--- src/design/frc_pkg.sv ---
// Package for the framed byte receiver: shared types, register map and reset values.
// Used by frc_cfg_regs, frc_core and frame_receiver_sum_check_timeout; no dependencies.
package frc_pkg;

	// Register map, index = paddr[3:2]
	typedef enum logic [1:0] {
		REG_START_KEY     = 2'd0,
		REG_FRAME_LEN     = 2'd1,
		REG_TIMEOUT_TICKS = 2'd2,
		REG_NONE          = 2'd3
	} reg_idx_t;

	localparam int unsigned ADDR_W = 4;
	localparam int unsigned DATA_W = 32;

	localparam logic [7:0]  START_KEY_RST = 8'h55;
	localparam logic [7:0]  FRAME_LEN_RST = 8'd71;
	localparam logic [15:0] TIMEOUT_RST   = 16'd2400;
	localparam logic [7:0]  MIN_LEN       = 8'd3;

	// Input item kinds
	typedef enum logic {
		FUNC_BYTE = 1'b0,
		FUNC_TICK = 1'b1
	} func_t;

	localparam int unsigned IN_DATA_W  = 8;
	localparam int unsigned OUT_DATA_W = 24;

	typedef struct packed {
		logic [7:0]  start_key;
		logic [7:0]  frame_len;
		logic [15:0] timeout_ticks;
	} cfg_t;

	typedef struct packed {
		func_t      func;
		logic [7:0] rx_byte;
	} item_t;

	typedef struct packed {
		logic       payload_valid;
		logic [6:0] payload_pos;
		logic [7:0] payload_byte;
		logic       frame_done;
		logic       high_match;
		logic       low_match;
		logic       link_lost;
		logic       timeout_alarm;
	} res_t;

endpackage

--- src/design/frc_cfg_regs.sv ---
// APB-style configuration registers for the framed byte receiver.
// Depends on frc_pkg for the register map and reset values.
module frc_cfg_regs (
	input  logic                        clk,
	input  logic                        arst_n,
	input  logic                        psel,
	input  logic                        penable,
	input  logic                        pwrite,
	input  logic [frc_pkg::ADDR_W-1:0]  paddr,
	input  logic [frc_pkg::DATA_W-1:0]  pwdata,
	output logic [frc_pkg::DATA_W-1:0]  prdata,
	output logic                        pready,
	output frc_pkg::cfg_t               cfg
);
	import frc_pkg::*;

	cfg_t     cfg_q;
	reg_idx_t idx;
	logic     wr_en;

	assign idx    = reg_idx_t'(paddr[3:2]);
	assign wr_en  = psel & penable & pwrite;
	assign pready = 1'b1;
	assign cfg    = cfg_q;

	// Write the addressed register; addresses past the map are dropped
	always_ff @(posedge clk or negedge arst_n) begin
		if (!arst_n) begin
			cfg_q.start_key     <= START_KEY_RST;
			cfg_q.frame_len     <= FRAME_LEN_RST;
			cfg_q.timeout_ticks <= TIMEOUT_RST;
		end else if (wr_en) begin
			case (idx)
				REG_START_KEY:     cfg_q.start_key     <= pwdata[7:0];
				REG_FRAME_LEN:     cfg_q.frame_len     <= pwdata[7:0];
				REG_TIMEOUT_TICKS: cfg_q.timeout_ticks <= pwdata[15:0];
				default: begin
				end
			endcase
		end
	end

	// Read back the addressed register
	always_comb begin
		prdata = '0;
		case (idx)
			REG_START_KEY:     prdata = {24'd0, cfg_q.start_key};
			REG_FRAME_LEN:     prdata = {24'd0, cfg_q.frame_len};
			REG_TIMEOUT_TICKS: prdata = {16'd0, cfg_q.timeout_ticks};
			default:           prdata = '0;
		endcase
	end

endmodule

--- src/design/frc_core.sv ---
// Frame state and per-item result logic for the framed byte receiver.
// Depends on frc_pkg; the state advances when the top level moves an item to its result stage.
module frc_core #(
	parameter int unsigned MAX_FRAME_LEN = 128
) (
	input  logic          clk,
	input  logic          arst_n,
	input  frc_pkg::cfg_t cfg,
	input  frc_pkg::item_t item,
	input  logic          adv,
	output frc_pkg::res_t res
);
	import frc_pkg::*;

	localparam logic [8:0] MaxLen = 9'(MAX_FRAME_LEN);

	logic        receiving_q;
	logic [7:0]  position_q;
	logic [15:0] sum_q;
	logic        high_ok_q;
	logic        low_ok_q;
	logic        pend_high_q;
	logic        frame_seen_q;
	logic [15:0] silence_q;
	logic        lost_q;

	logic        receiving_d;
	logic [7:0]  position_d;
	logic [15:0] sum_d;
	logic        high_ok_d;
	logic        low_ok_d;
	logic        pend_high_d;
	logic        frame_seen_d;
	logic [15:0] silence_d;
	logic        lost_d;

	logic [8:0]  len_lo;
	logic [8:0]  eff_len;
	logic [7:0]  high_pos;

	// Clamp the frame length to the supported range
	always_comb begin
		len_lo = (cfg.frame_len < MIN_LEN) ? {1'b0, MIN_LEN} : {1'b0, cfg.frame_len};
		eff_len = (len_lo > MaxLen) ? MaxLen : len_lo;
		high_pos = 8'(eff_len - 9'd2);
	end

	// Next state and result for the item at the input stage
	always_comb begin
		receiving_d  = receiving_q;
		position_d   = position_q;
		sum_d        = sum_q;
		high_ok_d    = high_ok_q;
		low_ok_d     = low_ok_q;
		pend_high_d  = pend_high_q;
		frame_seen_d = frame_seen_q;
		silence_d    = silence_q;
		lost_d       = lost_q;
		res          = '0;

		case (item.func)
			FUNC_BYTE: begin
				if (receiving_q) begin
					res.payload_valid = 1'b1;
					res.payload_pos   = position_q[6:0];
					res.payload_byte  = item.rx_byte;
					if (position_q < high_pos) begin
						sum_d = sum_q + {8'd0, item.rx_byte};
					end else if (position_q == high_pos) begin
						pend_high_d = (item.rx_byte == sum_q[15:8]);
					end else begin
						high_ok_d       = pend_high_q;
						low_ok_d        = (item.rx_byte == sum_q[7:0]);
						res.frame_done  = 1'b1;
						receiving_d     = 1'b0;
						frame_seen_d    = 1'b1;
					end
					position_d = position_q + 8'd1;
				end else if (item.rx_byte == cfg.start_key) begin
					receiving_d = 1'b1;
					position_d  = '0;
					sum_d       = '0;
					pend_high_d = 1'b0;
				end
			end
			FUNC_TICK: begin
				if (!frame_seen_q) begin
					// Count silence, saturating at full scale
					silence_d = (silence_q != 16'hFFFF) ? silence_q + 16'd1 : silence_q;
					if (silence_d >= cfg.timeout_ticks) begin
						lost_d            = 1'b1;
						res.timeout_alarm = 1'b1;
					end
				end else begin
					silence_d    = '0;
					frame_seen_d = 1'b0;
					lost_d       = 1'b0;
				end
			end
			default: begin
			end
		endcase

		res.high_match = high_ok_d;
		res.low_match  = low_ok_d;
		res.link_lost  = lost_d;
	end

	// Commit state when the item moves on
	always_ff @(posedge clk or negedge arst_n) begin
		if (!arst_n) begin
			receiving_q  <= 1'b0;
			position_q   <= '0;
			sum_q        <= '0;
			high_ok_q    <= 1'b0;
			low_ok_q     <= 1'b0;
			pend_high_q  <= 1'b0;
			frame_seen_q <= 1'b0;
			silence_q    <= '0;
			lost_q       <= 1'b0;
		end else if (adv) begin
			receiving_q  <= receiving_d;
			position_q   <= position_d;
			sum_q        <= sum_d;
			high_ok_q    <= high_ok_d;
			low_ok_q     <= low_ok_d;
			pend_high_q  <= pend_high_d;
			frame_seen_q <= frame_seen_d;
			silence_q    <= silence_d;
			lost_q       <= lost_d;
		end
	end

endmodule

--- src/design/frame_receiver_sum_check_timeout.sv ---
// Framed byte receiver with 16-bit additive checksum and link-silence timeout.
// The block takes one item per clock cycle (a received byte or a timer tick) while the
// output is not stalled, and gives one result item for each: the item lands in an
// input register, the frame state and checksum compare run in one pass of short logic,
// and the result is held in an output register. While the output is stalled the input
// register takes one more item, and then the input stalls until the output moves on.
// Frame state (position, running sum, match flags, silence count) updates as an item
// moves into the output register. Registers: start_key at 0x0, frame_len at 0x4,
// timeout_ticks at 0x8; write them only while no item is in flight.
module frame_receiver_sum_check_timeout #(
	parameter int unsigned MAX_FRAME_LEN = 128
) (
	input  logic                            clk,
	input  logic                            arst_n,
	// Configuration port
	input  logic                            psel,
	input  logic                            penable,
	input  logic                            pwrite,
	input  logic [frc_pkg::ADDR_W-1:0]      paddr,
	input  logic [frc_pkg::DATA_W-1:0]      pwdata,
	output logic [frc_pkg::DATA_W-1:0]      prdata,
	output logic                            pready,
	// Input items
	input  logic                            s_tvalid,
	output logic                            s_tready,
	input  logic [frc_pkg::IN_DATA_W-1:0]   s_tdata,  // [7:0] rx_byte
	input  logic                            s_tuser,  // [0] func
	// Result items
	output logic                            m_tvalid,
	input  logic                            m_tready,
	output logic [frc_pkg::OUT_DATA_W-1:0]  m_tdata,  // [6:0] payload_pos, [14:7] payload_byte,
	                                                  // [15] high_match, [16] low_match,
	                                                  // [17] link_lost, [18] timeout_alarm,
	                                                  // [23:19] zero
	output logic                            m_tlast,  // frame_done
	output logic                            m_tuser   // [0] payload_valid
);
	import frc_pkg::*;

	cfg_t  cfg;
	item_t item_s1;
	logic  valid_s1;
	res_t  res;
	res_t  res_s2;
	logic  valid_s2;
	logic  adv_s2;
	logic  adv_s1;

	frc_cfg_regs u_cfg (
		.clk     (clk),
		.arst_n  (arst_n),
		.psel    (psel),
		.penable (penable),
		.pwrite  (pwrite),
		.paddr   (paddr),
		.pwdata  (pwdata),
		.prdata  (prdata),
		.pready  (pready),
		.cfg     (cfg)
	);

	// Stage handshakes
	assign adv_s2   = valid_s1 & (~valid_s2 | m_tready);
	assign adv_s1   = s_tvalid & s_tready;
	assign s_tready = ~valid_s1 | adv_s2;

	// Input register
	always_ff @(posedge clk or negedge arst_n) begin
		if (!arst_n) begin
			valid_s1 <= 1'b0;
		end else if (s_tready) begin
			valid_s1 <= s_tvalid;
		end
	end

	always_ff @(posedge clk) begin
		if (adv_s1) begin
			item_s1.func    <= func_t'(s_tuser);
			item_s1.rx_byte <= s_tdata[7:0];
		end
	end

	frc_core #(
		.MAX_FRAME_LEN (MAX_FRAME_LEN)
	) u_core (
		.clk    (clk),
		.arst_n (arst_n),
		.cfg    (cfg),
		.item   (item_s1),
		.adv    (adv_s2),
		.res    (res)
	);

	// Result register
	always_ff @(posedge clk or negedge arst_n) begin
		if (!arst_n) begin
			valid_s2 <= 1'b0;
		end else if (~valid_s2 | m_tready) begin
			valid_s2 <= valid_s1;
		end
	end

	always_ff @(posedge clk) begin
		if (adv_s2) begin
			res_s2 <= res;
		end
	end

	// Pack the result item
	assign m_tvalid = valid_s2;
	assign m_tuser  = res_s2.payload_valid;
	assign m_tlast  = res_s2.frame_done;
	assign m_tdata  = {5'd0, res_s2.timeout_alarm, res_s2.link_lost, res_s2.low_match,
		res_s2.high_match, res_s2.payload_byte, res_s2.payload_pos};

endmodule

--- config.mk ---
export PLATFORM = sky130hd
export DESIGN_NAME = frame_receiver_sum_check_timeout
export DESIGN_NICKNAME = d
export VERILOG_FILES = /design/src/design/frc_pkg.sv /design/src/design/frc_cfg_regs.sv /design/src/design/frc_core.sv /design/src/design/frame_receiver_sum_check_timeout.sv
export SDC_FILE = /design/constraint.sdc
export NUM_CORES = 1
export LEC_CHECK = 0
export ABC_CLOCK_PERIOD_IN_PS = 7900
export BUFFER_PORTS_ARGS = -buffer_cell sky130_fd_sc_hd__buf_2
export CAP_MARGIN = 5
export CELL_PAD_IN_SITES_DETAIL_PLACEMENT = 0
export CELL_PAD_IN_SITES_GLOBAL_PLACEMENT = 2
export CORE_ASPECT_RATIO = 0.9
export CORE_MARGIN = 1
export CORE_UTILIZATION = 38
export DETAILED_ROUTE_END_ITERATION = 16
export PLACE_DENSITY_LB_ADDON = 0.1
export SETUP_SLACK_MARGIN = 0.3
export SYNTH_ARGS = -nofsm -noshare
export SYNTH_HDL_FRONTEND = slang
export SYNTH_SLANG_ARGS = --single-unit
--- constraint.sdc ---
create_clock -name clk -period 7.9 [get_ports clk]
set_clock_uncertainty 0.05 [all_clocks]
set_input_delay 1.58 -clock clk [delete_from_list [all_inputs] [get_ports clk]]
set_output_delay 1.58 -clock clk [all_outputs]
set_load 0.01 [all_outputs]
==> results of run 1 <==
## kinds of logic after synthesis
group / share of synthesized area
mux: 0.0646
flops: 0.448
buf+inv: 0.0525
xor+xnor: 0.0498
compound gates: 0.122
other cells: 0.00115
simple gates: 0.192
fa+ha+maj: 0.0703
## stage by stage
step                       util  instances
final                     0.434        931
after global routing      0.434        931
after CTS                 0.434        931
after detailed placement  0.415        915
after global placement    0.415        915
after floorplan               -        671
## worst reg2reg max path: stages, from the launching register on
cell	delay (ns)
dfrtp_1	0.48
nor4_1	0.40
nor2b_1	0.26
o21bai_1	0.16
ha_1	0.30
nand2_1	0.09
nor4_1	0.04
or3_1	0.37
ha_1	0.31
a21oi_1	0.15
o21a_1	0.25
nand2_1	0.18
nor2_2	0.50
nor2_2	0.20
mux2_2	0.31
## sequential cells by signal (all words and copies together), names as in the netlist, 8 cells and up
signal	flops
u_cfg.cfg	32
m_tdata	19
u_core.silence_q	16
u_core.sum_q	16
item_s1	9
u_core.position_q	8
## cell usage in the layout (no fill, tap or decap), drive strengths merged, types with 14 or more instances in the layout
master	instances
xor2	14
and2	29
nor2	46
dfrtp	68
xnor2	23
nand2	62
nor2b	14
mux2i	15
edfxtp	30
nor3	16
nand3	15
o21ai	43
inv	22
a21oi	33
conb	22
mux2	24
ha	35
buf	76
## final timing paths
| path | start | slack, ns | end | cells past startpoint |
|---|---|---|---|---|
| max | paddr[2] | 3.27 | prdata[2] | 5 |
| min | u_core.sum_q[2] | 0.45 | u_core.sum_q[2] | 1 |
| max reg2reg | u_cfg.cfg[20] | 3.75 | u_core.sum_q[4] | 14 |
| min reg2reg | u_core.sum_q[2] | 0.45 | u_core.sum_q[2] | 1 |
| max in group asynchronous | arst_n | 5.66 | u_core.silence_q[13] | 2 |
| min in group asynchronous | arst_n | 1.13 | u_core.position_q[5] | 1 |
## layer usage
layer / wire [microns] / part of all wire / global-route usage / vias to the layer above
met5: 0 / 0 / 0 / -
met4: 100 / 0.0064 / 0.0356 / 0
met3: 507 / 0.032 / 0.0422 / 5
met2: 8000 / 0.51 / 0.332 / 78
met1: 7130 / 0.45 / 0.234 / 2318
li1: - / - / - / 2395
## area by class of cell
type / count / area [sq um]
Sequential cell: 110 / 2920
Fill cell: 1640 / 9520
Clock buffer: 10 / 239
Clock inverter: 6 / 85.1
Multi-Input combinational cell: 496 / 3330
Timing Repair Buffer: 76 / 393
Tap cell: 211 / 264
Inverter: 22 / 82.6
## power groups by stage
stage | Combinational [mW] | Sequential, mW | Clock (mW)
final | 0.413 | 0.759 | 0.494
after global routing | 0.474 | 0.771 | 0.536
after CTS | 0.422 | 0.759 | 0.514
after detailed placement | 0.419 | 0.769 | 0
after global placement | 0.407 | 0.768 | 0
after floorplan | 0.327 | 0.737 | 0
==> results.py, run 1 <==
metrics = {
    "global_routing": {
        "antenna_found_initial": 0,
        "grt_pass1_wl_microns": 25300,
        "grt_pass1_vias": 4750,
        "grt_usage": 0.188,
        "grt_max_degree": 45,
        "grt_overflow": 0,
    },
    "floorplan": {
        "rows": 45,
        "die_h_microns": 126,
        "initial_utilization": 0.387,
        "pin_count": 113,
        "core_region_area_sq_um": 16800,
        "dieArea_sq_um": 17700,
        "die_width_microns": 140,
    },
    "yosys": {
        "synth_flop_cell": "dfrtp_1",
        "yosys.cell_count.top_type": "dfrtp_1",
        "synth_top_cells_by_area": "dfrtp_1 (26%), edfxtp_1 (14%), ha_1 (6.7%), dfstp_2 (4.8%), mux2_2 (4.2%)",
        "yosysWarnings": 0,
        "ys_ff_latch": 110,
        "synthesis.area_sq_um": 6510,
        "synth_edf_count": 30,
        "ys_types": 61,
        "synth_cells": 651,
        "synth_top_area_cell": "dfrtp_1",
        "avgSynthCellArea_sq_um": 10.0,
        "ys_seq_area_frac": 0.448,
        "ys_top_cells_by_count": "dfrtp_1 (68), nand2_1 (62), nor2_1 (44)",
        "yosysTopAreaCellShare": 0.261,
        "async_flop_share": 0.727,
    },
    "sta": {
        "slew_violations": 0,
        "whs_ns": 0.447,
        "worst_pin_slew_ns": 0.953,
        "hold_viol": 0,
        "rsz0062_at_grt": "false",
        "finalSetupViolations": 0,
        "finalCriticalPeriod_ns": 4.63,
        "layout_setup_ws_ns": 3.27,
        "post-route-period-util": 0.586,
        "setup-tns-final_ns": 0,
        "max_freq_mhz": 216,
        "relSlewSlack": 0.363,
    },
    "worst_setup_path": {
        "arrival_ns": 3.00,
        "cp_common_cell": "buf_2",
        "crit_family": "simple AND/OR/NAND/NOR gates",
        "slowest_stage": "nor2b_1",
        "cp.required_ns": 6.27,
        "start_kind": "input pin",
        "end_kind": "output port",
        "critical_path_class": "input pin to output port",
        "cpPeakStageDelay_ns": 0.78,
        "critPathBufInv": 2,
        "path_cells": "buf_2 -> nor2b_1 -> nand2_1 -> o21ai_0 -> buf_2",
        "critical_path.max_fanout": 16,
    },
    "placement": {
        "hpwl_microns": 11600,
        "routabilityCongestion": 0.808,
        "dpl-instance-area_sq_um": 6990,
        "place_ws_ns": 3.23,
        "port-buffer-count": 72,
    },
    "routing": {
        "vias_per_cell": 5.15,
        "avgRoutedWirePerCell_microns": 16.9,
        "ant_nets": 0,
        "routed_wl_microns": 15700,
        "vias": 4796,
        "drt_iter0_drc": 236,
        "drtPass1Iterations": 4,
        "route.detailed.drc": 0,
    },
    "pwr": {
        "sw_frac_of_total": 0.311,
        "power_leakage_nw": 3.29,
        "switching_power_mw": 0.518,
        "power.share.clock": 0.297,
        "powerDensity_nw_per_um2": 228,
        "p_comb_frac": 0.248,
        "pwr-share-seq": 0.455,
        "p_int_mw": 1.15,
        "finalPower_mw": 1.67,
        "peakVddDrop_uv": 146,
    },
    "cells_and_area": {
        "areaGrowthSynthToFinish_pct": 12.3,
        "diodes": 0,
        "drive_gt1_frac": 0.197,
        "nNetsFinal": 803,
        "final_area_sq_um": 7310,
    },
    "clock_tree": {
        "clkTransAtPathRegs_ns": 0.07,
        "clock_latency_ns": 0.35,
        "ctsHoldBuffers": 0,
        "htree_levels": 3,
        "cts_root_buffer": "clkbuf_16",
        "numCtsBuffers": 9,
        "cts_max_path_buffers": 2,
        "ctsResizeCount": 0,
        "cts_setup_buffers": 0,
        "cts.sink_count": 110,
        "cts_tree": "yes",
    },
    "outcome": {
        "status": "complete, no violations",
    },
    "worst_hold_path": {
        "min_path_type": "register to register",
    },
    "job": {
        "cap_violations": 0,
    },
}
(Power assumes the default switching activity.)
==> run 2: changes to the inputs <==
--- a/config.mk
+++ b/config.mk
@@ -5,14 +5,14 @@
 export SDC_FILE = /design/constraint.sdc
 export NUM_CORES = 1
 export LEC_CHECK = 0
-export ABC_CLOCK_PERIOD_IN_PS = 7900
+export ABC_CLOCK_PERIOD_IN_PS = 4700
 export BUFFER_PORTS_ARGS = -buffer_cell sky130_fd_sc_hd__buf_2
 export CAP_MARGIN = 5
 export CELL_PAD_IN_SITES_DETAIL_PLACEMENT = 0
 export CELL_PAD_IN_SITES_GLOBAL_PLACEMENT = 2
 export CORE_ASPECT_RATIO = 0.9
 export CORE_MARGIN = 1
-export CORE_UTILIZATION = 38
+export CORE_UTILIZATION = 36
 export DETAILED_ROUTE_END_ITERATION = 16
 export PLACE_DENSITY_LB_ADDON = 0.1
 export SETUP_SLACK_MARGIN = 0.3
==> constraint.sdc (replaced) <==
create_clock -name clk -period 4.7 [get_ports clk]
set_clock_uncertainty 0.05 [all_clocks]
set_input_delay 0.94 -clock clk [delete_from_list [all_inputs] [get_ports clk]]
set_output_delay 0.94 -clock clk [all_outputs]
set_load 0.01 [all_outputs]
==> run 2 against run 1 <==
Worst setup slack worse by 2.7 ns. Register-to-register slack lost 3.1 ns. Worst hold slack better by 0.0044 ns. Global-route usage down 0.63 points. Wire length up 1.8%. Combinational power increased by 69%. Critical endpoint is now u_core.high_ok_q. Largest cell class unchanged. Largest power group unchanged.
==> results.py, run 2 (synthesis gave the netlist of run 1 again) <==
metrics = {
    "outcome": {
        "status": "complete, no violations",
    },
    "pwr": {
        "power_leakage_nw": 3.29,
        "peakVddDrop_uv": 164,
        "powerDensity_nw_per_um2": 377,
    },
    "routing": {
        "ant_nets": 0,
        "vias_per_cell": 4.95,
        "route.detailed.drc": 0,
        "drt_iter0_drc": 195,
        "vias": 4766,
        "avgRoutedWirePerCell_microns": 16.6,
        "drtPass1Iterations": 4,
        "routed_wl_microns": 16000,
    },
    "sta": {
        "finalSetupViolations": 0,
        "relSlewSlack": 0.432,
        "whs_ns": 0.452,
        "setup-tns-final_ns": 0,
        "max_freq_mhz": 245,
        "finalCriticalPeriod_ns": 4.09,
        "rsz0062_at_grt": "false",
        "hold_viol": 0,
        "worst_pin_slew_ns": 0.852,
        "slew_violations": 0,
        "post-route-period-util": 0.870,
    },
    "clock_tree": {
        "numCtsBuffers": 9,
        "clock_latency_ns": 0.36,
        "cts_tree": "yes",
        "cts_setup_buffers": 0,
        "ctsResizeCount": 0,
        "htree_levels": 3,
        "ctsHoldBuffers": 0,
        "cts_root_buffer": "clkbuf_16",
        "cts_max_path_buffers": 2,
        "cts.sink_count": 110,
        "clkTransAtPathRegs_ns": 0.07,
    },
    "worst_setup_path": {
        "end_kind": "register",
        "cp.required_ns": 4.90,
        "start_kind": "register",
        "crit_path_end": "u_core.high_ok_q",
        "cpPeakStageDelay_ns": 0.48,
        "r2r_slack_ns": 0.61,
        "crit_start": "u_cfg.cfg[20]",
        "slowest_stage": "dfrtp_1",
        "critical_path.max_fanout": 9,
        "cp_common_cell": "nor4_1",
        "reg2regPathDepth": 14,
        "reg2reg_to": "u_core.high_ok_q",
        "arrival_ns": 4.29,
        "r2r-start": "u_cfg.cfg[20]",
        "critical_path_class": "register to register",
        "path_cells": "nor4_1 -> nor2b_1 -> o21bai_1 -> ha_1 -> nand2_1 -> nor4_1 -> or3_1 -> ha_1 -> nand4_1 -> nor2_1 -> nor4_1 -> a31oi_1 -> nand2b_1 -> mux2_2",
    },
    "cells_and_area": {
        "fillers": 1778,
        "seqCellArea_sq_um": 2920,
        "largest_reg_flops": 32,
        "drive_gt1_frac": 0.199,
        "mostFrequentLayoutCells": "buf_2 (71), dfrtp_1 (68), nand2_1 (62)",
        "final_common_cell": "buf_2",
        "diodes": 0,
        "areaGrowthSynthToFinish_pct": 12.8,
        "nNetsFinal": 805,
        "multiInputGateArea_sq_um": 3330,
    },
    "global_routing": {
        "grt_overflow": 0,
        "grt_pass1_wl_microns": 25300,
        "grt_pass1_vias": 4668,
        "antenna_found_initial": 0,
        "grt_max_degree": 59,
        "grt_usage": 0.181,
    },
    "worst_hold_path": {
        "min_path_type": "register to register",
        "hold_path_depth": 2,
    },
    "placement": {
        "port-buffer-count": 72,
        "hpwl_microns": 11800,
        "routabilityCongestion": 0.810,
    },
    "floorplan": {
        "die_width_microns": 144,
        "die_h_microns": 130,
        "pin_count": 113,
        "core_region_area_sq_um": 17700,
        "initial_utilization": 0.369,
        "rows": 46,
        "dieArea_sq_um": 18600,
    },
    "job": {
        "cap_violations": 0,
    },
}
## run 2: changes by cell type in the layout (fill, tap and decap cells not counted)
cell,before,now
and2_0,1,0
clkinv_2,1,0
buf_4,5,7
and2_1,28,29
bufinv_16,2,1
inv_6,0,2
clkinv_1,1,0
clkbuf_1,0,1
## run 2: report_power, final
group          internal, mW  total, mW  leakage, nW  switching [mW]
registers              1.13       1.28         1.30           0.140
logic                 0.315      0.699         1.85           0.385
clock network         0.433      0.793        0.147           0.360
## run 2: stage by stage
step	instances	total power, mW	worst slack, ns	utilization	cell area [sq um]
final	962	2.77	0.610	0.416	7350
after global routing	962	2.94	0.373	0.416	7350
after CTS	962	2.81	0.624	0.416	7350
after detailed placement	946	2.00	0.645	0.398	7040
after global placement	946	1.98	0.718	0.398	7040
after floorplan	671	1.79	1.27	-	6590
## run 2: how the worst min path moves through the flow
stage	end	slack, ns	from
final	u_core.lost_q	0.45	u_core.lost_q
after floorplan	u_core.sum_q[2]	0.40	u_core.sum_q[2]
after global routing	u_core.sum_q[2]	0.48	u_core.sum_q[2]
after detailed placement	u_core.sum_q[2]	0.43	u_core.sum_q[2]
after CTS	u_core.lost_q	0.45	u_core.lost_q
after global placement	u_core.lost_q	0.43	u_core.lost_q
## run 2: final cells by class
cell class | instances | area share
clock buffer | 11 | 0.0330
clock inverter | 5 | 0.00869
inverter | 22 | 0.0112
multi-input combinational | 496 | 0.454
sequential | 110 | 0.397
tap | 240 | 0.0409
timing repair buffer | 78 | 0.0555
## run 2: worst max-delay path: cells and delay by family, from the launching register on
kind / cells / cell delay (ns)
adder cells (fa/ha/maj): 2 / 0.60
AND/OR/NAND/NOR: 9 / 2.00
flip-flops: 1 / 0.48
multiplexers: 1 / 0.33
AO/OA/AOI/OAI: 2 / 0.50
## run 2: per-layer routing
metal	part of all wire	up-vias	track usage
li1	-	2404	-
met1	0.45	2274	0.226
met2	0.51	76	0.322
met3	0.026	12	0.0358
met4	0.011	0	0.0438
met5	0	-	0
==> run 3: changes to the inputs <==
--- a/config.mk
+++ b/config.mk
@@ -12,7 +12,7 @@
 export CELL_PAD_IN_SITES_GLOBAL_PLACEMENT = 2
 export CORE_ASPECT_RATIO = 0.9
 export CORE_MARGIN = 1
-export CORE_UTILIZATION = 36
+export CORE_UTILIZATION = 30
 export DETAILED_ROUTE_END_ITERATION = 16
 export PLACE_DENSITY_LB_ADDON = 0.1
 export SETUP_SLACK_MARGIN = 0.3
==> run 3 against run 2 <==
Flip-flop and latch count unchanged. Sequential share of layout area down 0.38 points. Core utilization down 6.3 points. Worst setup slack better by 0.080 ns. Die area up 20%. Clock power up 2.8%. First-iteration DRC count down 13%. Fmax up 2.0%. Design area up 0.95%. Combinational power up 0.7%. Wire length up 5.3%. Critical path depth down 1.
==> results.py, run 3 (synthesis gave the netlist of run 1 again) <==
metrics = {
    "outcome": {
        "status": "complete, no violations",
    },
    "global_routing": {
        "grt_pass1_wl_microns": 26400,
        "grt_max_degree": 43,
        "grt_usage": 0.157,
        "grt_overflow": 0,
        "grt_pass1_vias": 4780,
        "antenna_found_initial": 0,
    },
    "clock_tree": {
        "clkTransAtPathRegs_ns": 0.08,
        "cts.sink_count": 110,
        "cts_setup_buffers": 0,
        "clock_latency_ns": 0.36,
        "htree_levels": 3,
        "cts_tree": "yes",
        "ctsResizeCount": 0,
        "ctsHoldBuffers": 0,
        "numCtsBuffers": 9,
        "cts_max_path_buffers": 2,
        "cts_root_buffer": "clkbuf_16",
    },
    "worst_setup_path": {
        "crit_start": "u_cfg.cfg[21]",
        "critical_path.max_fanout": 8,
        "arrival_ns": 4.21,
        "slowest_stage": "dfrtp_1",
        "path_cells": "nor4_1 -> nor2b_1 -> o21bai_1 -> ha_1 -> nand2_1 -> nor4_1 -> or3_1 -> ha_1 -> nand4_1 -> a21oi_2 -> nor2_2 -> nor2_2 -> mux2_2",
        "crit_family": "simple AND/OR/NAND/NOR gates",
        "start_kind": "register",
        "critPathBufInv": 0,
        "critical_path_class": "register to register",
        "r2r-start": "u_cfg.cfg[21]",
        "cpPeakStageDelay_ns": 0.45,
        "end_kind": "register",
        "cp.required_ns": 4.90,
    },
    "pwr": {
        "p_int_mw": 1.89,
        "power.share.clock": 0.291,
        "sw_frac_of_total": 0.324,
        "switching_power_mw": 0.906,
        "peakVddDrop_uv": 200,
        "pwr-share-seq": 0.457,
        "powerDensity_nw_per_um2": 377,
        "power_leakage_nw": 3.30,
        "p_comb_frac": 0.252,
    },
    "routing": {
        "route.detailed.drc": 0,
        "avgRoutedWirePerCell_microns": 16.7,
        "drt_iter0_drc": 170,
        "vias": 4812,
        "ant_nets": 0,
        "routed_wl_microns": 16900,
        "drtPass1Iterations": 6,
        "vias_per_cell": 4.78,
    },
    "sta": {
        "whs_ns": 0.442,
        "slew_violations": 0,
        "setup-tns-final_ns": 0,
        "finalSetupViolations": 0,
        "worst_pin_slew_ns": 1.02,
        "relSlewSlack": 0.322,
        "post-route-period-util": 0.853,
        "rsz0062_at_grt": "false",
        "max_freq_mhz": 249,
        "hold_viol": 0,
        "finalCriticalPeriod_ns": 4.01,
    },
    "cells_and_area": {
        "diodes": 0,
        "nNetsFinal": 804,
        "mostFrequentLayoutCells": "buf_2 (71), dfrtp_1 (68), nand2_1 (62)",
        "final_common_cell": "buf_2",
        "drive_gt1_frac": 0.201,
        "areaGrowthSynthToFinish_pct": 13.9,
        "largest_reg_flops": 32,
    },
    "worst_hold_path": {
        "holdCritStartpoint": "u_core.sum_q[3]",
        "min_path_type": "register to register",
    },
    "placement": {
        "port-buffer-count": 72,
        "routabilityCongestion": 0.802,
        "hpwl_microns": 12600,
    },
    "job": {
        "cap_violations": 0,
    },
    "floorplan": {
        "die_width_microns": 157,
        "rows": 50,
        "core_region_area_sq_um": 21000,
        "die_h_microns": 142,
        "initial_utilization": 0.310,
        "pin_count": 113,
        "dieArea_sq_um": 22300,
    },
}
run 3: worst paths after layout:
path / slack (ns) / cells past startpoint / end
min in group asynchronous: 0.53 / 1 / u_cfg.cfg[12]
worst min-delay path: 0.44 / 1 / u_core.sum_q[3]
worst min register to register: 0.44 / 1 / u_core.sum_q[3]
worst max-delay path: 0.69 / 13 / u_core.sum_q[4]
worst max register to register: 0.69 / 13 / u_core.sum_q[4]
max in group asynchronous: 3.12 / 2 / u_cfg.cfg[28]
run 3: power groups by stage:
| stage | clock (mW) | sequential, mW | combinational, mW |
|---|---|---|---|
| after global placement | 0 | 1.29 | 0.697 |
| after detailed placement | 0 | 1.30 | 0.715 |
| after CTS | 0.850 | 1.28 | 0.718 |
| final | 0.815 | 1.28 | 0.704 |
| after floorplan | 0 | 1.24 | 0.550 |
| after global routing | 0.883 | 1.30 | 0.808 |
run 3: metal layers:
metal / GRT usage / wire length (microns) / part of all wire
met1: 0.203 / 8010 / 0.47
met2: 0.268 / 8290 / 0.49
met3: 0.0321 / 400 / 0.024
met4: 0.0363 / 170 / 0.010
met5: 0 / 0 / 0
run 3: metrics by stage:
step	instance area, sq um	cells	util	power [mW]	worst slack [ns]
2_1_floorplan	6590	671	-	1.79	1.27
4_1_cts	7410	1007	0.353	2.85	0.607
5_1_grt	7420	1007	0.353	2.99	0.324
6_report	7420	1007	0.353	2.80	0.690
3_3_place_gp	7090	991	0.337	1.99	0.670
3_5_place_dp	7090	991	0.337	2.01	0.649
run 3: cell type report:
cell class,count,area (sq um)
well taps,286,358
clock buffers,12,289
repair buffers,77,400
clock inverters,4,31.3
flip-flops and latches,110,2920
inverters,22,82.6
fillers,2188,13600
multi-input cells,496,3340
